===== config.mk =====
export PLATFORM = sky130hd
export DESIGN_NAME = serial_reply_demux_tracker_top
export DESIGN_NICKNAME = d
export VERILOG_FILES = /design/src/design/srdt_pkg.sv /design/src/design/srdt_front.sv /design/src/design/srdt_engine.sv /design/src/design/serial_reply_demux_tracker_top.sv
export SDC_FILE = /design/constraint.sdc
export NUM_CORES = 1
export LEC_CHECK = 0
export BUFFER_PORTS_ARGS = -buffer_cell sky130_fd_sc_hd__buf_2
export CORE_MARGIN = 2
export CORE_UTILIZATION = 40
export CTS_CLUSTER_DIAMETER = 100
export DETAILED_ROUTE_END_ITERATION = 12
export HOLD_SLACK_MARGIN = 0.06
export RECOVER_POWER = 25
export SETUP_SLACK_MARGIN = 0.1
export SLEW_MARGIN = 20
export SYNTH_ARGS = -nofsm -noshare
export SYNTH_HDL_FRONTEND = slang
export SYNTH_HIERARCHICAL = 1
export SYNTH_SLANG_ARGS = --single-unit

===== constraint.sdc =====
create_clock -name clk -period 9.4 [get_ports clk]
set_input_delay 0.94 -clock clk [delete_from_list [all_inputs] [get_ports clk]]
set_output_delay 0.94 -clock clk [all_outputs]
set_load 0.01 [all_outputs]

===== src/design/srdt_pkg.sv =====
// types and constants shared by the serial reply demux tracker
// no dependencies; used by srdt_front, srdt_engine and the top level
package srdt_pkg;

	localparam int IdWidth = 14;

	// command codes of an input word
	localparam logic [1:0] CMD_RX    = 2'd0;
	localparam logic [1:0] CMD_ISSUE = 2'd1;
	localparam logic [1:0] CMD_TICK  = 2'd2;

	// result kinds
	localparam logic [2:0] KIND_BUTTON  = 3'd0;
	localparam logic [2:0] KIND_ID      = 3'd1;
	localparam logic [2:0] KIND_REPLY   = 3'd2;
	localparam logic [2:0] KIND_TIMEOUT = 3'd3;
	localparam logic [2:0] KIND_FULL    = 3'd4;

	// characters
	localparam logic [7:0] CH_LF    = 8'h0A;
	localparam logic [7:0] CH_CR    = 8'h0D;
	localparam logic [7:0] CH_SPACE = 8'h20;
	localparam logic [7:0] CH_HASH  = 8'h23;
	localparam logic [7:0] CH_PLUS  = 8'h2B;
	localparam logic [7:0] CH_MINUS = 8'h2D;
	localparam logic [7:0] CH_ZERO  = 8'h30;
	localparam logic [7:0] CH_NINE  = 8'h39;
	localparam logic [7:0] CH_COLON = 8'h3A;
	localparam logic [7:0] CH_GT    = 8'h3E;
	localparam logic [7:0] CH_CTRL  = 8'h20;

	typedef struct packed {
		logic [1:0]  command;
		logic [7:0]  rx_byte;
		logic        expect_reply;
		logic [15:0] timeout_ms;
	} in_t;

	typedef struct packed {
		logic [2:0]         kind;
		logic [2:0]         button_index;
		logic               pressed;
		logic [IdWidth-1:0] cmd_id;
		logic [7:0]         reply_byte;
		logic               byte_valid;
		logic               last;
	} res_t;

	// class given to a word by the front end
	typedef enum logic [2:0] {
		CLS_NONE,
		CLS_BUTTON,
		CLS_TEXT,
		CLS_EOL,
		CLS_ISSUE,
		CLS_TICK
	} cls_t;

	typedef struct packed {
		cls_t        cls;
		logic [7:0]  data;
		logic        expect_reply;
		logic [15:0] timeout_ms;
	} ent_t;

endpackage


===== src/design/srdt_front.sv =====
// front end: classifies input words and queues them for the engine
// depends on srdt_pkg
module srdt_front (
	input  logic           clk,
	input  logic           arst_n,
	input  logic           push,
	output logic           full,
	input  srdt_pkg::in_t  item,
	output logic           q_valid,
	output srdt_pkg::ent_t q_entry,
	input  logic           q_take
);

	srdt_pkg::ent_t ent_q [2];
	logic           wr_q;
	logic           rd_q;
	logic [1:0]     cnt_q;
	srdt_pkg::ent_t cls_ent;
	logic           do_push;
	logic           do_pop;

	always_comb begin
		cls_ent.data         = item.rx_byte;
		cls_ent.expect_reply = item.expect_reply;
		cls_ent.timeout_ms   = item.timeout_ms;
		unique case (item.command)
			srdt_pkg::CMD_RX: begin
				if (item.rx_byte == srdt_pkg::CH_LF)
					cls_ent.cls = srdt_pkg::CLS_EOL;
				else if (item.rx_byte == srdt_pkg::CH_CR)
					cls_ent.cls = srdt_pkg::CLS_NONE;
				else if (item.rx_byte < srdt_pkg::CH_CTRL)
					cls_ent.cls = srdt_pkg::CLS_BUTTON;
				else
					cls_ent.cls = srdt_pkg::CLS_TEXT;
			end
			srdt_pkg::CMD_ISSUE: cls_ent.cls = srdt_pkg::CLS_ISSUE;
			srdt_pkg::CMD_TICK:  cls_ent.cls = srdt_pkg::CLS_TICK;
			default:             cls_ent.cls = srdt_pkg::CLS_NONE;
		endcase
	end

	assign full    = cnt_q == 2'd2;
	assign q_valid = cnt_q != 2'd0;
	assign q_entry = ent_q[rd_q];
	assign do_push = push && !full;
	assign do_pop  = q_take && q_valid;

	always_ff @(posedge clk or negedge arst_n) begin
		if (!arst_n) begin
			wr_q  <= 1'b0;
			rd_q  <= 1'b0;
			cnt_q <= 2'd0;
		end else begin
			if (do_push)
				wr_q <= !wr_q;
			if (do_pop)
				rd_q <= !rd_q;
			if (do_push && !do_pop)
				cnt_q <= cnt_q + 2'd1;
			else if (do_pop && !do_push)
				cnt_q <= cnt_q - 2'd1;
		end
	end

	always_ff @(posedge clk) begin
		if (do_push)
			ent_q[wr_q] <= cls_ent;
	end

endmodule


===== src/design/srdt_engine.sv =====
// back end: line store, pending table and the sequencer that emits results
// depends on srdt_pkg; fed by srdt_front, drains into the top level output register
module srdt_engine #(
	parameter int LINE_CAPACITY = 64,
	parameter int PENDING_DEPTH = 8,
	parameter int ID_MODULUS    = 10000
) (
	input  logic           clk,
	input  logic           arst_n,
	input  logic           q_valid,
	input  srdt_pkg::ent_t q_entry,
	output logic           q_take,
	input  logic           out_space,
	output logic           out_load,
	output srdt_pkg::res_t out_word
);

	localparam int LW  = $clog2(LINE_CAPACITY);
	localparam int PW  = $clog2(PENDING_DEPTH);
	localparam int IDW = srdt_pkg::IdWidth;

	typedef enum logic [3:0] {
		S_IDLE, S_BTN, S_PRE, S_HASH, S_TAG, S_SLOT, S_TEXT,
		S_ISS_MATCH, S_ISS_FREE, S_TICK, S_FLUSH
	} state_t;

	typedef enum logic [1:0] {P_SPACE, P_DIGIT, P_SKIP} parse_t;

	state_t         state_q;
	srdt_pkg::ent_t item_q;
	logic           ph_q;
	logic [LW-1:0]  idx_q;
	logic [LW-1:0]  len_q;
	logic [LW-1:0]  start_q;
	logic [LW-1:0]  from_q;
	logic [7:0]     mem [LINE_CAPACITY];
	logic [7:0]     rd_q;
	logic [4:0]     mask_q;
	logic [4:0]     chg_q;
	logic           pre_ok_q;
	parse_t         pst_q;
	logic           neg_q;
	logic           ok_q;
	logic           over_q;
	logic [31:0]    v_q;
	logic           tagged_q;
	logic           found_q;
	logic           first_q;
	logic [PW-1:0]  sc_q;
	logic [PW-1:0]  sel_slot_q;
	logic [IDW-1:0] sel_id_q;
	logic [PW-1:0]  sel_rank_q;
	logic [IDW-1:0] ctr_q;

	logic [PENDING_DEPTH-1:0] pv_q;
	logic [PW:0]              nval_q;
	logic [IDW-1:0]           pid_q   [PENDING_DEPTH];
	logic                     pex_q   [PENDING_DEPTH];
	logic [15:0]              prem_q  [PENDING_DEPTH];
	logic [PW-1:0]            prank_q [PENDING_DEPTH];

	srdt_pkg::res_t hold_q;
	logic           hold_v_q;

	logic           cur_v;
	logic [IDW-1:0] cur_id;
	logic           cur_ex;
	logic [15:0]    cur_rem;
	logic [PW-1:0]  cur_rank;
	logic [IDW-1:0] iid;
	logic [IDW-1:0] ctr_next;
	logic           at_end;
	logic           last_slot;
	logic           can_go;
	logic           emit_req;
	logic           emit_fire;
	logic           flush_fire;
	srdt_pkg::res_t emit_word;
	logic [2:0]     low_bit;
	logic           drop_en;
	logic [PW-1:0]  drop_slot;
	logic [PW-1:0]  drop_rank;
	logic           add_en;
	logic           dec_en;
	logic           hit_tag;
	logic           hit_unt;
	logic           hit;
	logic           is_digit;
	logic [35:0]    acc_next;
	logic           tag_ok;
	logic [7:0]     pre_char;
	logic           text_ok;

	assign cur_v     = pv_q[sc_q];
	assign cur_id    = pid_q[sc_q];
	assign cur_ex    = pex_q[sc_q];
	assign cur_rem   = prem_q[sc_q];
	assign cur_rank  = prank_q[sc_q];
	assign iid       = ctr_q + IDW'(1);
	assign ctr_next  = (iid == IDW'(ID_MODULUS)) ? '0 : iid;
	assign at_end    = idx_q == len_q;
	assign last_slot = sc_q == PW'(PENDING_DEPTH - 1);
	assign can_go    = !hold_v_q || out_space;
	assign q_take    = state_q == S_IDLE && q_valid;
	assign text_ok   = len_q != LW'(LINE_CAPACITY - 1);

	assign is_digit = rd_q >= srdt_pkg::CH_ZERO && rd_q <= srdt_pkg::CH_NINE;
	assign acc_next = ({4'd0, v_q} << 3) + ({4'd0, v_q} << 1)
		+ {28'd0, rd_q - srdt_pkg::CH_ZERO};
	// a value beyond the signed 32-bit range leaves the line untagged
	assign tag_ok   = ok_q && !over_q && !(!neg_q && v_q == 32'h8000_0000);
	assign pre_char = (idx_q == LW'(3)) ? srdt_pkg::CH_SPACE : srdt_pkg::CH_GT;

	assign hit_tag = cur_v && !found_q && v_q[31:IDW] == '0 && cur_id == v_q[IDW-1:0];
	assign hit_unt = cur_v && cur_ex && (!found_q || cur_rank < sel_rank_q);
	assign hit     = tagged_q ? hit_tag : hit_unt;

	always_comb begin
		low_bit = 3'd0;
		for (int i = 4; i >= 0; i--)
			if (chg_q[i])
				low_bit = 3'(i);
	end

	// result produced this cycle, and table updates that go with it
	always_comb begin
		emit_req  = 1'b0;
		emit_word = '0;
		drop_en   = 1'b0;
		drop_slot = sc_q;
		drop_rank = cur_rank;
		add_en    = 1'b0;
		dec_en    = 1'b0;
		unique case (state_q)
			S_BTN: begin
				emit_req               = chg_q != 5'd0;
				emit_word.kind         = srdt_pkg::KIND_BUTTON;
				emit_word.button_index = low_bit;
				emit_word.pressed      = mask_q[low_bit];
			end
			S_ISS_MATCH: drop_en = cur_v && cur_id == iid;
			S_ISS_FREE: begin
				emit_req = !cur_v || last_slot;
				if (!cur_v) begin
					emit_word.kind   = srdt_pkg::KIND_ID;
					emit_word.cmd_id = iid;
					add_en           = can_go;
				end else begin
					emit_word.kind = srdt_pkg::KIND_FULL;
				end
			end
			S_TICK: begin
				emit_req         = cur_v && cur_rem == 16'd0;
				emit_word.kind   = srdt_pkg::KIND_TIMEOUT;
				emit_word.cmd_id = cur_id;
				drop_en          = emit_req && can_go;
				dec_en           = cur_v && cur_rem != 16'd0;
			end
			S_TEXT: begin
				emit_word.kind   = srdt_pkg::KIND_REPLY;
				emit_word.cmd_id = sel_id_q;
				drop_slot        = sel_slot_q;
				drop_rank        = sel_rank_q;
				if (at_end) begin
					emit_req = first_q;
					drop_en  = !first_q || can_go;
				end else begin
					emit_req             = ph_q;
					emit_word.reply_byte = rd_q;
					emit_word.byte_valid = 1'b1;
				end
			end
			default: ;
		endcase
	end

	assign emit_fire  = emit_req && can_go;
	assign flush_fire = state_q == S_FLUSH && hold_v_q && out_space;
	assign out_load   = (emit_fire && hold_v_q) || flush_fire;
	always_comb begin
		out_word      = hold_q;
		out_word.last = state_q == S_FLUSH;
	end

	always_ff @(posedge clk or negedge arst_n) begin
		if (!arst_n) begin
			state_q  <= S_IDLE;
			hold_v_q <= 1'b0;
			mask_q   <= '0;
			len_q    <= '0;
			pv_q     <= '0;
			nval_q   <= '0;
			ctr_q    <= '0;
			ph_q     <= 1'b0;
		end else begin
			if (emit_fire)
				hold_v_q <= 1'b1;
			if (drop_en) begin
				pv_q[drop_slot] <= 1'b0;
				nval_q          <= nval_q - (PW+1)'(1);
			end
			if (add_en) begin
				pv_q[sc_q] <= 1'b1;
				nval_q     <= nval_q + (PW+1)'(1);
				ctr_q      <= ctr_next;
			end
			unique case (state_q)
				S_IDLE: begin
					if (q_valid) begin
						item_q <= q_entry;
						unique case (q_entry.cls)
							srdt_pkg::CLS_BUTTON: begin
								chg_q   <= q_entry.data[4:0] ^ mask_q;
								mask_q  <= q_entry.data[4:0];
								state_q <= S_BTN;
							end
							srdt_pkg::CLS_TEXT: begin
								// overflow throws the whole line away
								if (text_ok)
									len_q <= len_q + LW'(1);
								else
									len_q <= '0;
							end
							srdt_pkg::CLS_EOL: begin
								idx_q    <= '0;
								ph_q     <= 1'b0;
								pre_ok_q <= 1'b1;
								start_q  <= '0;
								if (len_q >= LW'(4))
									state_q <= S_PRE;
								else if (len_q != '0)
									state_q <= S_HASH;
							end
							srdt_pkg::CLS_ISSUE: begin
								sc_q    <= '0;
								state_q <= S_ISS_MATCH;
							end
							srdt_pkg::CLS_TICK: begin
								sc_q    <= '0;
								state_q <= S_TICK;
							end
							default: ;
						endcase
					end
				end
				S_BTN: begin
					if (chg_q == 5'd0)
						state_q <= S_FLUSH;
					else if (can_go)
						chg_q[low_bit] <= 1'b0;
				end
				S_PRE: begin
					ph_q <= !ph_q;
					if (ph_q) begin
						if (rd_q != pre_char)
							pre_ok_q <= 1'b0;
						if (idx_q == LW'(3)) begin
							if (pre_ok_q && rd_q == pre_char) begin
								start_q <= LW'(4);
								idx_q   <= LW'(4);
							end else begin
								idx_q <= '0;
							end
							state_q <= S_HASH;
						end else begin
							idx_q <= idx_q + LW'(1);
						end
					end
				end
				S_HASH: begin
					if (at_end) begin
						tagged_q <= 1'b0;
						from_q   <= start_q;
						found_q  <= 1'b0;
						sc_q     <= '0;
						state_q  <= S_SLOT;
					end else begin
						ph_q <= !ph_q;
						if (ph_q) begin
							idx_q <= idx_q + LW'(1);
							if (rd_q == srdt_pkg::CH_HASH) begin
								pst_q   <= P_SPACE;
								neg_q   <= 1'b0;
								ok_q    <= 1'b0;
								over_q  <= 1'b0;
								v_q     <= '0;
								state_q <= S_TAG;
							end
						end
					end
				end
				S_TAG: begin
					if (at_end) begin
						// no colon: untagged
						tagged_q <= 1'b0;
						from_q   <= start_q;
						found_q  <= 1'b0;
						sc_q     <= '0;
						state_q  <= S_SLOT;
					end else begin
						ph_q <= !ph_q;
						if (ph_q) begin
							idx_q <= idx_q + LW'(1);
							if (rd_q == srdt_pkg::CH_COLON) begin
								found_q <= 1'b0;
								sc_q    <= '0;
								if (tag_ok) begin
									tagged_q <= 1'b1;
									from_q   <= idx_q + LW'(1);
									// negative or zero ids name nothing
									if (neg_q || v_q == '0)
										state_q <= S_FLUSH;
									else
										state_q <= S_SLOT;
								end else begin
									tagged_q <= 1'b0;
									from_q   <= start_q;
									state_q  <= S_SLOT;
								end
							end else begin
								unique case (pst_q)
									P_SPACE: begin
										if (rd_q == srdt_pkg::CH_PLUS ||
											rd_q == srdt_pkg::CH_MINUS) begin
											neg_q <= rd_q == srdt_pkg::CH_MINUS;
											pst_q <= P_DIGIT;
										end else if (is_digit) begin
											ok_q  <= 1'b1;
											pst_q <= P_DIGIT;
											v_q   <= acc_next[31:0];
										end else if (rd_q != srdt_pkg::CH_SPACE) begin
											pst_q <= P_SKIP;
										end
									end
									P_DIGIT: begin
										if (is_digit) begin
											ok_q <= 1'b1;
											if (!over_q) begin
												if (acc_next > 36'h0_8000_0000)
													over_q <= 1'b1;
												else
													v_q <= acc_next[31:0];
											end
										end else begin
											pst_q <= P_SKIP;
										end
									end
									default: ;
								endcase
							end
						end
					end
				end
				S_SLOT: begin
					if (hit) begin
						found_q    <= 1'b1;
						sel_slot_q <= sc_q;
						sel_id_q   <= cur_id;
						sel_rank_q <= cur_rank;
					end
					if (last_slot) begin
						idx_q   <= from_q;
						ph_q    <= 1'b0;
						first_q <= 1'b1;
						state_q <= (found_q || hit) ? S_TEXT : S_FLUSH;
					end else begin
						sc_q <= sc_q + PW'(1);
					end
				end
				S_TEXT: begin
					if (at_end) begin
						if (drop_en)
							state_q <= S_FLUSH;
					end else if (!ph_q) begin
						ph_q <= 1'b1;
					end else if (can_go) begin
						idx_q   <= idx_q + LW'(1);
						ph_q    <= 1'b0;
						first_q <= 1'b0;
					end
				end
				S_ISS_MATCH: begin
					if (drop_en || last_slot) begin
						sc_q    <= '0;
						state_q <= S_ISS_FREE;
					end else begin
						sc_q <= sc_q + PW'(1);
					end
				end
				S_ISS_FREE: begin
					if (emit_req) begin
						if (can_go)
							state_q <= S_FLUSH;
					end else begin
						sc_q <= sc_q + PW'(1);
					end
				end
				S_TICK: begin
					if (!(emit_req && !can_go)) begin
						if (last_slot)
							state_q <= S_FLUSH;
						else
							sc_q <= sc_q + PW'(1);
					end
				end
				S_FLUSH: begin
					if (!hold_v_q || out_space) begin
						hold_v_q <= 1'b0;
						state_q  <= S_IDLE;
						if (item_q.cls == srdt_pkg::CLS_EOL)
							len_q <= '0;
					end
				end
				default: state_q <= S_IDLE;
			endcase
		end
	end

	// line store, read one address a cycle
	always_ff @(posedge clk) begin
		if (q_take && q_entry.cls == srdt_pkg::CLS_TEXT && text_ok)
			mem[len_q] <= q_entry.data;
		rd_q <= mem[idx_q];
	end

	// pending table payload and held result
	always_ff @(posedge clk) begin
		if (emit_fire)
			hold_q <= emit_word;
		if (add_en) begin
			pid_q[sc_q]   <= iid;
			pex_q[sc_q]   <= item_q.expect_reply;
			prem_q[sc_q]  <= item_q.timeout_ms;
			prank_q[sc_q] <= nval_q[PW-1:0];
		end
		if (dec_en)
			prem_q[sc_q] <= cur_rem - 16'd1;
		if (drop_en)
			for (int i = 0; i < PENDING_DEPTH; i++)
				if (pv_q[i] && prank_q[i] > drop_rank)
					prank_q[i] <= prank_q[i] - PW'(1);
	end

`ifndef NO_ASSERTIONS
	a_count: assert property (@(posedge clk) disable iff (!arst_n)
		nval_q == (PW+1)'($countones(pv_q)))
		else $error("pending count out of step with valid bits");
	a_idle_hold: assert property (@(posedge clk) disable iff (!arst_n)
		state_q == S_IDLE |-> !hold_v_q)
		else $error("held result left behind at idle");
	a_load_space: assert property (@(posedge clk) disable iff (!arst_n)
		out_load |-> out_space)
		else $error("result loaded into a full output register");
	a_no_drop_add: assert property (@(posedge clk) disable iff (!arst_n)
		!(drop_en && add_en))
		else $error("entry dropped and added in one cycle");
`endif

endmodule


===== src/design/serial_reply_demux_tracker_top.sv =====
// top level of the serial reply demux tracker: front queue, engine, output register
// depends on srdt_pkg, srdt_front and srdt_engine
//
// serial reply demux tracker. words go in through push/full and results come
// out through empty/pop, both in queue style. a word is a received byte, a
// command issue or a 1 ms tick. control bytes below 0x20 (other than cr/lf)
// are a 5-bit button mask, and each changed bit gives one result. other bytes
// build a line; lf routes it to the pending command named by a "#id:" tag, or
// to the oldest one that expects a reply, one result per reply character.
// issue assigns ids 1..ID_MODULUS in turn; ticks age and expire commands.
// the final result of each word carries last. a front queue of two words lets
// the source run ahead while the engine works. the engine takes each word in
// steps: a button word emits its changes one at a time; an issue and a tick
// scan the pending table one slot at a time; a line end is parsed from the
// one-port line store, then the table is scanned, then the reply characters
// are read out one by one.
// results leave through one output register, so a stalled pop stalls the
// engine but not the front queue.
module serial_reply_demux_tracker_top #(
	parameter int LINE_CAPACITY = 64,
	parameter int PENDING_DEPTH = 8,
	parameter int ID_MODULUS    = 10000
) (
	input  logic           clk,
	input  logic           arst_n,
	input  logic           push,
	output logic           full,
	input  srdt_pkg::in_t  item,
	output logic           empty,
	input  logic           pop,
	output srdt_pkg::res_t result
);

	// front queue to engine
	logic           q_valid;
	srdt_pkg::ent_t q_entry;
	logic           q_take;

	// engine to output register
	logic           out_space;
	logic           out_load;
	srdt_pkg::res_t out_word;

	// output register
	logic           out_v_q;
	srdt_pkg::res_t out_q;

	srdt_front u_front (
		.clk     (clk),
		.arst_n  (arst_n),
		.push    (push),
		.full    (full),
		.item    (item),
		.q_valid (q_valid),
		.q_entry (q_entry),
		.q_take  (q_take)
	);

	srdt_engine #(
		.LINE_CAPACITY (LINE_CAPACITY),
		.PENDING_DEPTH (PENDING_DEPTH),
		.ID_MODULUS    (ID_MODULUS)
	) u_engine (
		.clk       (clk),
		.arst_n    (arst_n),
		.q_valid   (q_valid),
		.q_entry   (q_entry),
		.q_take    (q_take),
		.out_space (out_space),
		.out_load  (out_load),
		.out_word  (out_word)
	);

	// room when empty or when the waiting word goes this cycle
	assign out_space = !out_v_q || pop;
	assign empty     = !out_v_q;
	assign result    = out_q;

	always_ff @(posedge clk or negedge arst_n) begin
		if (!arst_n) begin
			out_v_q <= 1'b0;
		end else begin
			if (out_load)
				out_v_q <= 1'b1;
			else if (pop)
				out_v_q <= 1'b0;
		end
	end

	always_ff @(posedge clk) begin
		if (out_load)
			out_q <= out_word;
	end

endmodule


# Word level (Yosys, flattened, before mapping)
# Memories as Yosys holds them, arrays and structs flattened. A register that Yosys moved wholly into a read port is not among the register bits.
# Cells that the tools add are included.
# op_classes
n_mux,235
magnitude_cmp,20
n_eq_ne,91
n_addsub,20
n_reduce_logical,107
n_bitwise,8
# op_table
op,count
32-bit two-way mux,11
6-bit two-way mux,23
32-bit case mux with 2 select lines,2
4-bit two-way mux,26
1-bit two-way mux,94
3-bit two-way mux,27
"2-bit by 1-bit != test with 1-bit output, second input constant",27
4-bit case mux with 11 select lines,1
14-bit case mux with 3 select lines,1
1-bit logical AND,37
35-bit by 33-bit adder with 36-bit output,1
36-bit by 8-bit adder with 36-bit output,1
"36-bit by 32-bit greater-than comparator with 1-bit output, second input constant",1
6-bit case mux with 2 select lines,3
"32-bit == test, second input constant",1
"8-bit by 6-bit == test with 1-bit output, second input constant",4
32-bit logical NOT,1
6-bit case mux with 5 select lines,1
10-bit AND reduction,3
6-bit AND reduction,5
14-bit == test,2
14-bit two-way mux,2
2-bit two-way mux,13
"2-bit != test, second input constant",13
other kinds (85),181
# totals
inputBits,31
mem_bits_rw,840
output_inout_bits,33
n_memories,6
register_bits,216
# memory_table
memory,words,word_bits,rd,rd_ports_with_merged_regs,wr,line,source
u_engine.mem,64,8,1,1,1,srdt_engine.sv:36,logic [7:0] mem [LINE_CAPACITY];
u_engine.prem_q,8,16,1,1,1,srdt_engine.sv:59,logic [15:0] prem_q [PENDING_DEPTH];
u_engine.pid_q,8,14,1,1,1,srdt_engine.sv:57,logic [IDW-1:0] pid_q [PENDING_DEPTH];
u_front.ent_q,2,28,1,0,1,srdt_front.sv:14,srdt_pkg::ent_t ent_q [2];
u_engine.prank_q,8,3,9,1,8,srdt_engine.sv:60,logic [PW-1:0] prank_q [PENDING_DEPTH];
u_engine.pex_q,8,1,1,1,1,srdt_engine.sv:58,logic pex_q [PENDING_DEPTH];

# Depth between registers and ports, before layout
# Gate-level depths: netlist of the first run.
# logic_depth
ltp_word,14
depth_mapped,16

# Cells and area by module
# The synthesis of the first run kept the hierarchy.
# by_module_without_submodules
module,cells_per_inst,seq_area_each_um2,area_each_um2,instances
srdt_engine,2657,28777.6,43208.9,1
srdt_front,120,1781.7,2354.8,1
serial_reply_demux_tracker_top,35,955.9,982.2,1

# Worst setup path before layout of the first run
# No wires, ideal clock.
# synth_path
path_type,reg2reg
start,register with a tool-made name
end,register out_q (netlist bit result[0]) (enable)
path_buffers,3
setup_ns,0.430
t_arrival_ns,4.475
stages_incl_launch_ff,12
setup_slack_ns,4.494
period_less_slack_ns,4.906
path_cell_list,dfxtp_1 buf_2 buf_1 buf_1 mux4_2 mux2i_1 ha_1 o221ai_1 or4_4 nor2_4 nor2_2 a21oi_1
# synth_lines
element,line,source
end signal: assignment,serial_reply_demux_tracker_top.sv:92,out_q <= out_word;
end: declaration,serial_reply_demux_tracker_top.sv:46,srdt_pkg::res_t out_q;

# Final worst setup path of the first run
# layout_path
start,register u_engine.v_q[13]
end,register u_engine.v_q[16] (enable)
# layout_between
elab_chain_len,5
# layout_rtl
element,line,source
start: declaration,srdt_engine.sv:45,logic [31:0] v_q;
start signal: assignment,srdt_engine.sv:330,v_q <= acc_next[31:0];
start signal: assignment,srdt_engine.sv:342,v_q <= acc_next[31:0];
35-bit by 33-bit adder with 36-bit output,srdt_engine.sv:108,"assign acc_next = ({4'd0, v_q} << 3) + ({4'd0, v_q} << 1)"
36-bit by 8-bit adder with 36-bit output,srdt_engine.sv:109,"+ {28'd0, rd_q - srdt_pkg::CH_ZERO};"
36-bit by 32-bit greater-than comparator with 1-bit output,srdt_engine.sv:339,if (acc_next > 36'h0_8000_0000)
3-bit != test (no source line),n/a,
14-bit AND reduction (no source line),n/a,
# No other way between the ends.
# A chain may end at the register's enable or synchronous reset.

==> results.cfg, run 1 <==
[timing]
slew_headroom_pct = -118
hold_viol_final = 0
hold_slack_ps = 416
setup_violations = 0
timing.setup.tns_ps = 0
rsz0062_at_grt = no
fin_crit_sh_pct = 54.3
skew_ps = 33.0
layout_min_cycle_time_ps = 5100
max_freq_mhz = 196
worstMarginPinSlew_ps = 3270
finalMaxSlewViolations = 375

[pwr]
cellPowerDensity_nw_per_um2 = 292
p_leak_nw = 17.3
ir_drop_uv = 217

[die]
die_y_microns = 345
fp-row-count = 125
ios = 64
start_util_pct = 40.2
die_w_microns = 345
die-area_sq_um = 119000
coreArea_sq_um = 116000

[synthesis]
synth_most_common_cell = edfxtp_1
synth-seq-area-share_pct = 67.7
synthCells = 2812
ys.flop_type = edfxtp_1
yosysWarningCount = 6
async_reset_ff_share_pct = 4.43
synth-edff-count = 1003
synth_area_leader_cell = edfxtp_1
yosysTopAreaCellShare_pct = 64.7
yosys-top-cells-count = edfxtp_1, mux4_2, nand2_1
synth_area_leaders = edfxtp_1, mux4_2, ha_1
ys_ff_latch = 1061
synth_area_per_cell_sq_um = 16.6
netlist_area_sq_um = 46500
synthesis.nets = 2956
synth_cell_types = 90

[global_route]
grt_pass1_vias = 25700
overflow = 0
grt_pass1_wl_mm = 161
grtUsageTotal_pct = 17.8
antenna_found_initial = 6
grt_max_degree = 133

[clock_network]
clock_sinks = 1061
clockBufferDepth = 3
ctsResizeCount = 0
cts_root_buffer = clkbuf_16
cts_tree = done
postCtsHoldBufs = 0
postCtsSetupBuffers = 0
clk_pin_slew_worst_paths_ps = 60
numCtsBuffers = 107
insertion_delay_ps = 700
h-tree-depth = 3

[critical_path]
arrival_ps = 5440
start_kind = flip-flop
timing.rr.start = u_engine/v_q[13]
critPathMaxFanout = 32
required_ps = 9740
r2r_end = u_engine/v_q[16]
crit_slowest_cell = a2111oi_0
reg2reg_depth = 13
rrSetupSlack_ps = 4300
crit_chain = ha_1 > ha_1 > a21oi_1 > o211ai_1 > a221oi_1 > a21oi_1 > nor4_1 > a211oi_1 > a2111oi_0 > a41oi_1 > o21ai_0 > a31o_1 > buf_4
path_class = reg -> reg
end_kind = flip-flop
cpPeakStageDelay_ps = 700

[finish]
utilization_pct = 45.0
fill_cells = 9932
area_delta_synth_final_pct = 11.8
final-seq-area_sq_um = 31500
nNetsFinal = 3063
final_area_sq_um = 52000
drive_above_1_share_pct = 18.3
multi_input_area_sq_um = 14100

[detailed_routing]
wl_per_cell_microns = 23.7
drt_pass1_iterations = 6
via_per_inst = 5.60
initialDrtViolationCount = 2525
vias = 25400
ant_nets = 0
remaining_drc_errors = 0
wl_mm = 108

[place]
gp_congestion = 0.884
port_buffers = 63
dp_hpwl_mm = 70.0
placedInstanceArea_sq_um = 48600

[min_path]
hold_depth = 0
hold_path.class = reg -> reg
hold_end = result[23]
hold_start = u_engine/out_word[23]

[outcome]
status = finished, violations left
violations = max-capacitance violations, max-slew violations

[run]
drv_cap = 7
==> worst max-delay path, delay by kind of cell (launching register included) <==
family | cells | cell delay, ps
AOI/OAI and AO/OA | 9 | 2820
buffers and inverters | 1 | 410
and+or+nand+nor | 1 | 280
adders and majority gates | 2 | 720
DFF | 1 | 500
==> logic make-up (layout without fill, tap and decap cells) <==
family	count (synthesis)	in the layout	share of synthesized area (%)
AO/OA/AOI/OAI	330	330	4.45
XOR/XNOR	115	115	2.19
adder cells (fa/ha/maj)	113	113	3.15
buffers and inverters	222	415	2.01
flip-flops	1061	1061	67.7
multiplexers	332	332	13.9
other	0	2	0
AND/OR/NAND/NOR	639	639	6.59
==> through the flow <==
step                      power [mW]  setup WS, ps  cells
final                           15.2          4300   4531
after CTS                       15.3          4200   4528
after detailed placement        11.1          4210   4333
after global placement          11.0          4360   4333
after floorplan                 9.63          4490   2812
after global routing            15.9          3860   4531
==> state kept, by name (all words and copies together), names as in the netlist, 5 cells and up, named ones only <==
signal             count
u_engine/mem         512
u_engine/prem_q      128
u_engine/pid_q       112
u_front/ent_q         56
u_engine/v_q          32
result                31
u_engine/out_word     30
u_engine/prank_q      24
u_engine/item_q       20
u_engine/ctr_q        14
u_engine/sel_id_q     14
u_engine/pex_q         8
u_engine/pv_q          8
u_engine/rd_q          8
u_engine/from_q        6
u_engine/idx_q         6
u_engine/len_q         6
u_engine/chg_q         5
u_engine/mask_q        5
==> per-layer routing <==
metal / global-route usage (%) / vias to the layer above / routed length (microns) / part of all wire (%)
met4: 4.63 / 0 / 2640 / 2.5
met5: 0 / - / 0 / 0
met1: 24.4 / 13200 / 45800 / 43
met2: 29.8 / 761 / 53200 / 49
li1: - / 11300 / - / -
met3: 2.68 / 177 / 5940 / 5.5
==> cells in the final DEF, fill, tap and decap left out, drive strengths merged, types with 5 or more instances in the layout <==
cell type | netlist | layout
xnor2 | 82 | 82
nand3b | 5 | 5
nor2 | 176 | 176
or3 | 11 | 11
mux4 | 238 | 238
clkinvlp | 0 | 7
fa | 7 | 7
o31ai | 7 | 7
a31o | 5 | 5
clkinv | 2 | 48
mux2i | 38 | 38
and2 | 23 | 23
xor2 | 32 | 32
o21ai | 123 | 123
nand2b | 16 | 16
ha | 106 | 106
nand4 | 22 | 22
a21o | 10 | 10
o221ai | 13 | 13
buf | 48 | 76
a31oi | 8 | 8
nor2b | 23 | 23
nand3 | 52 | 52
o21a | 7 | 7
o211ai | 21 | 21
a211oi | 10 | 10
nand2 | 187 | 187
edfxtp | 1003 | 1003
a21oi | 85 | 85
bufinv | 0 | 9
clkbuf | 59 | 157
dfxtp | 11 | 11
and3 | 23 | 23
nor4 | 29 | 29
nand4b | 5 | 5
dfrtp | 47 | 47
inv | 113 | 118
mux2 | 56 | 56
nor3 | 40 | 40
nor3b | 11 | 11
==> how the worst max path moves through the flow <==
stage | end | start | depth (start not counted)
CTS | u_engine/prank_q[6][1] | flip-flop | 11
floorplan | result[0] | flip-flop | 11
global route | u_engine/prank_q[6][2] | flip-flop | 11
finish | u_engine/v_q[16] | u_engine/v_q[13] | 13
detailed placement | u_engine/prank_q[6][1] | flip-flop | 11
global placement | u_engine/prank_q[6][0] | flip-flop | 11
==> final cells by class <==
class	instances	share of cell area (%)
Sequential cell	1061	60.6
Timing Repair Buffer	105	1.15
Multi-Input combinational cell	1529	27.1
Clock buffer	128	5.36
Tap cell	1524	3.66
Inverter	115	0.830
Antenna cell	2	0.00962
Clock inverter	67	1.27
==> where the power goes <==
part / internal [mW] / total (mW) / switching, mW
clock network: 2.37 / 4.16 / 1.79
registers: 5.98 / 6.35 / 0.379
logic: 1.87 / 4.65 / 2.79
Note: power is estimated with default switching activity, not from simulation.
==> inputs of run 2 (changes only) <==
==> constraint.sdc (replaced) <==
create_clock -name clk -period 4.6 [get_ports clk]
set_input_delay 0.46 -clock clk [delete_from_list [all_inputs] [get_ports clk]]
set_output_delay 0.46 -clock clk [all_outputs]
set_load 0.01 [all_outputs]
==> results.cfg, run 2 (synthesis gave the netlist of run 1 again) <==
[finish]
final_cells = 4634
utilization_pct = 46.0
nNetsFinal = 3159
final_cell_mix = edfxtp_1, mux4_2, nand2_1
largest-register = u_engine/mem
final_common_cell = edfxtp_1
largest_registers = u_engine/mem x512, u_engine/prem_q x128, u_engine/pid_q x112
largest_register_ffs = 512
final_area_sq_um = 53200
drive_above_1_share_pct = 19.6
area_delta_synth_final_pct = 14.4
fill_cells = 9872

[timing]
setup_violations = 0
finalMaxSlewViolations = 377
setup_ws_ps = 232
slew_headroom_pct = -94.7
layout_min_cycle_time_ps = 4370
hold_viol_final = 0
max_freq_mhz = 229
hold_slack_ps = 102
timing.setup.tns_ps = 0
worstMarginPinSlew_ps = 2920
skew_ps = 43.3
fin_crit_sh_pct = 95.0
rsz0062_at_grt = yes

[global_route]
grt.met1_usage_pct = 25.0
grt_pass1_vias = 26400
overflow = 0
grtUsageTotal_pct = 18.2
met2_usage_pct = 30.0
grt_pass1_wl_mm = 166
gr-usage-met3_pct = 2.56
grt_max_degree = 132
antenna_found_initial = 1
grt.busiest_layer = met2

[pwr]
ir_drop_uv = 644
p_leak_nw = 17.5
cellPowerDensity_nw_per_um2 = 598
power_mw = 31.8

[critical_path]
worstSetupEndpoint = u_engine/v_q[29]
end_kind = flip-flop
required_ps = 5010
path_class = reg -> reg
critPathMaxFanout = 6
arrival_ps = 4770
reg2reg_depth = 18
worstSetupStartpoint = u_engine/rd_q[4]
start_kind = flip-flop
timing.rr.start = u_engine/rd_q[4]
rrSetupSlack_ps = 230
r2r_end = u_engine/v_q[29]

[die]
ios = 64
die-area_sq_um = 119000
die_y_microns = 345
die_w_microns = 345
coreArea_sq_um = 116000
start_util_pct = 40.2
fp-row-count = 125

[detailed_routing]
remaining_drc_errors = 0
via_per_inst = 5.57
wl_mm = 109
wl_per_cell_microns = 23.6
ant_nets = 0
initialDrtViolationCount = 2486
drt_pass1_iterations = 7
vias = 25800

[clock_network]
clock_sinks = 1061
cts_tree = done
cts_root_buffer = clkbuf_16
insertion_delay_ps = 710
clk_pin_slew_worst_paths_ps = 70
numCtsBuffers = 108
h-tree-depth = 3
clockBufferDepth = 3

[place]
dp_hpwl_mm = 71.9
port_buffers = 63
dp_cells = 4392
placedInstanceArea_sq_um = 49300
gp_congestion = 0.860
pre_cts_ws_ps = -42.1

[outcome]
violations = max-capacitance violations, max-slew violations
status = finished, violations left

[min_path]
hold_path.class = in -> reg

[run]
drv_cap = 8
## run 2: cell types whose count changed in the layout (fill, tap and decap cells not counted), sizes merged
cell,delta
buf,+33
clkbuf,+40
clkinv,+6
clkinvlp,-1
dlygate4sd3,+26
inv,-1
## run 2: per-layer routing
| layer | wire, microns | up-vias |
|---|---|---|
| met2 | 53600 | 782 |
| met1 | 47200 | 13300 |
| met5 | 0 | - |
| met4 | 2940 | 0 |
| met3 | 5490 | 189 |
| li1 | - | 11500 |
## run 2: cell type report
cell class                      count  area (sq um)  area share, %
Multi-Input combinational cell   1529         14300           26.9
Tap cell                         1524          1910           3.58
Timing Repair Buffer              200          1580           2.97
Sequential cell                  1061         31500           59.2
Clock buffer                      132          2790           5.24
Inverter                          115           432          0.811
Antenna cell                        2          5.00        0.00940
Clock inverter                     71           662           1.24
## run 2: worst min path at each step
| stage | start | endpoint | slack (ps) | cells after the start |
|---|---|---|---|---|
| 2_1_floorplan | arst_n | out_v_q | 160 | 0 |
| 3_3_place_gp | u_engine/out_word[21] | result[21] | 400 | 0 |
| 3_5_place_dp | u_engine/out_word[30] | result[30] | 400 | 0 |
| 4_1_cts | pop | out_v_q | 60 | 3 |
| 5_1_grt | pop | out_v_q | 110 | 3 |
| 6_report | pop | out_v_q | 100 | 3 |
## run 2: where the power goes
| group | internal [mW] | switching (mW) |
|---|---|---|
| Combinational | 4.30 | 5.98 |
| Clock | 4.84 | 3.69 |
| Sequential | 12.2 | 0.781 |
## run 2: repair_timing
action	4_1_cts	5_1_grt
buffers inserted	0	7
pin swaps	3	13
endpoints found under the hold margin	69	0
hold buffers	26	0
endpoints found under the setup margin	32	32
gates resized for setup	4	43
gates cloned	0	4
## run 2: worst max-delay path, stage by stage, from the launching register on
cell and delay, ps:
dfxtp_4 370, buf_6 130, a21oi_4 150, xnor2_2 90
fa_1 500, inv_2 50, ha_4 250, o211ai_1 100
o211a_1 290, or3_4 400, buf_6 130, a22oi_2 240
a31oi_1 160, a22oi_1 190, and3_4 220, a41oi_4 130
o21ai_2 180, a31o_4 310, clkbuf_16 200
==> inputs of run 3 (changes only) <==
--- a/config.mk
+++ b/config.mk
@@ -11,7 +11,7 @@
 export CTS_CLUSTER_DIAMETER = 100
 export DETAILED_ROUTE_END_ITERATION = 12
 export HOLD_SLACK_MARGIN = 0.06
-export RECOVER_POWER = 25
+export RECOVER_POWER = 50
 export SETUP_SLACK_MARGIN = 0.1
 export SLEW_MARGIN = 20
 export SYNTH_ARGS = -nofsm -noshare
==> results.cfg, run 3 (synthesis gave the netlist of run 1 again) <==
[finish]
largest_registers = u_engine/mem x512, u_engine/prem_q x128, u_engine/pid_q x112
largest_register_ffs = 512
fill_cells = 9905
final_cells = 4633
final_cell_mix = edfxtp_1, mux4_2, nand2_1
utilization_pct = 45.9
nNetsFinal = 3159
drive_above_1_share_pct = 18.5
final_common_cell = edfxtp_1
area_delta_synth_final_pct = 14.1
largest-register = u_engine/mem
final-seq-area_sq_um = 31500
multi_input_area_sq_um = 14300

[place]
dp_hpwl_mm = 71.9
gp_congestion = 0.860
pre_cts_ws_ps = -42.1
port_buffers = 63
dp_cells = 4392

[critical_path]
end_kind = flip-flop
critPathBufInv = 4
path_class = reg -> reg
crit_slowest_cell = fa_1
crit_chain = buf_6 > a21oi_4 > xnor2_2 > fa_1 > inv_2 > ha_4 > o211ai_1 > o211a_1 > or3_4 > buf_6 > a22oi_2 > a31oi_1 > a22oi_1 > and3_4 > a41oi_4 > o21ai_2 > a31o_4 > clkbuf_16
start_kind = flip-flop
required_ps = 5010
arrival_ps = 4790
cp_top_family = compound AO/OA/AOI/OAI gates
crit_path_frequent_cell = buf_6
critPathMaxFanout = 6
cpPeakStageDelay_ps = 500

[die]
die_w_microns = 345
fp-row-count = 125
die_y_microns = 345
ios = 64
die-area_sq_um = 119000
start_util_pct = 40.2
coreArea_sq_um = 116000

[global_route]
grt_pass1_wl_mm = 166
antenna_found_initial = 1
grt_max_degree = 132
grt_pass1_vias = 26400
grtUsageTotal_pct = 18.2
overflow = 0

[timing]
rsz0062_at_grt = yes
setup_ws_ps = 218
skew_ps = 43.8
hold_viol_final = 0
worstMarginPinSlew_ps = 2920
max_freq_mhz = 228
slew_headroom_pct = -94.3
setup_violations = 0
fin_crit_sh_pct = 95.3
timing.setup.tns_ps = 0
layout_min_cycle_time_ps = 4380
finalMaxSlewViolations = 558

[pwr]
ir_drop_uv = 646
cellPowerDensity_nw_per_um2 = 598
p_leak_nw = 17.4

[clock_network]
insertion_delay_ps = 710
cts_tree = done
h-tree-depth = 3
clockBufferDepth = 3
clk_pin_slew_worst_paths_ps = 70
numCtsBuffers = 108
cts_root_buffer = clkbuf_16
clock_sinks = 1061

[detailed_routing]
wl_per_cell_microns = 23.6
drt_pass1_iterations = 6
via_per_inst = 5.57
initialDrtViolationCount = 2561
vias = 25800
wl_mm = 109
ant_nets = 0
remaining_drc_errors = 0

[outcome]
violations = max-capacitance violations, max-slew violations
status = finished, violations left

[min_path]
hold_path.class = in -> reg

[run]
drv_cap = 13
-- run 3: path summary, 6_finish.rpt --
kind | start | endpoint | slack [ps] | cells past startpoint
worst max-delay path | u_engine/rd_q[4] | u_engine/v_q[29] | 220 | 18
worst min-delay path | pop | out_v_q | 100 | 3
worst max register to register | u_engine/rd_q[4] | u_engine/v_q[29] | 220 | 18
worst min register to register | u_engine/out_word[30] | result[30] | 420 | 0
max in group asynchronous | arst_n | u_engine/pv_q[3] | 1460 | 3
min in group asynchronous | arst_n | u_engine/state_q[0] | 750 | 2
-- run 3: report_power, final --
group          switching, mW  total (mW)  leakage (nW)  internal, mW
combinational           5.94        10.2          6.07          4.22
clock                   3.69        8.53          1.66          4.84
sequential             0.779        13.0          9.62          12.3
-- run 3: final cells by class --
| cell class | count | area share (%) |
|---|---|---|
| tap | 1524 | 3.59 |
| inverter | 115 | 0.813 |
| timing repair buffer | 200 | 2.80 |
| sequential | 1061 | 59.4 |
| clock buffer | 132 | 5.26 |
| clock inverter | 71 | 1.25 |
| multi-input combinational | 1529 | 26.9 |
| antenna | 1 | 0.00471 |
-- run 3: routing by layer --
metal / GRT usage, % / vias up / part of all wire, %
met5: 0 / - / 0
met4: 5.56 / 0 / 2.7
met3: 2.56 / 184 / 5.0
met2: 30.0 / 778 / 49
met1: 25.0 / 13400 / 43
li1: - / 11500 / -
-- run 3: what timing repair did --
item                       4_1_cts  5_1_grt
hold buffers                    26        0
setup endpoints to repair       32       32
resized for setup                4       43
buffers inserted                 0        7
cloned                           0        4
pin swaps                        3       13
hold endpoints to repair        69        0
-- run 3: worst reg2reg max path, stage by stage (launching register included) --
cell,delay (ps)
dfxtp_4,370
buf_6,130
a21oi_4,150
xnor2_2,100
fa_1,500
inv_2,50
ha_4,250
o211ai_1,100
o211a_1,280
or3_4,400
buf_6,130
a22oi_2,240
a31oi_1,160
a22oi_1,190
and3_4,220
a41oi_4,130
o21ai_2,180
a31o_4,310
clkbuf_16,210
-- run 3: metrics by stage --
step                      hold slack [ps]  area (sq um)  power (mW)
after floorplan                       164         46600        19.7
after global routing                  106         53100        33.2
final                                 100         53100        31.7
after detailed placement              405         49300        23.3
after global placement                404         49300        23.0
after CTS                            62.1         53000        31.9
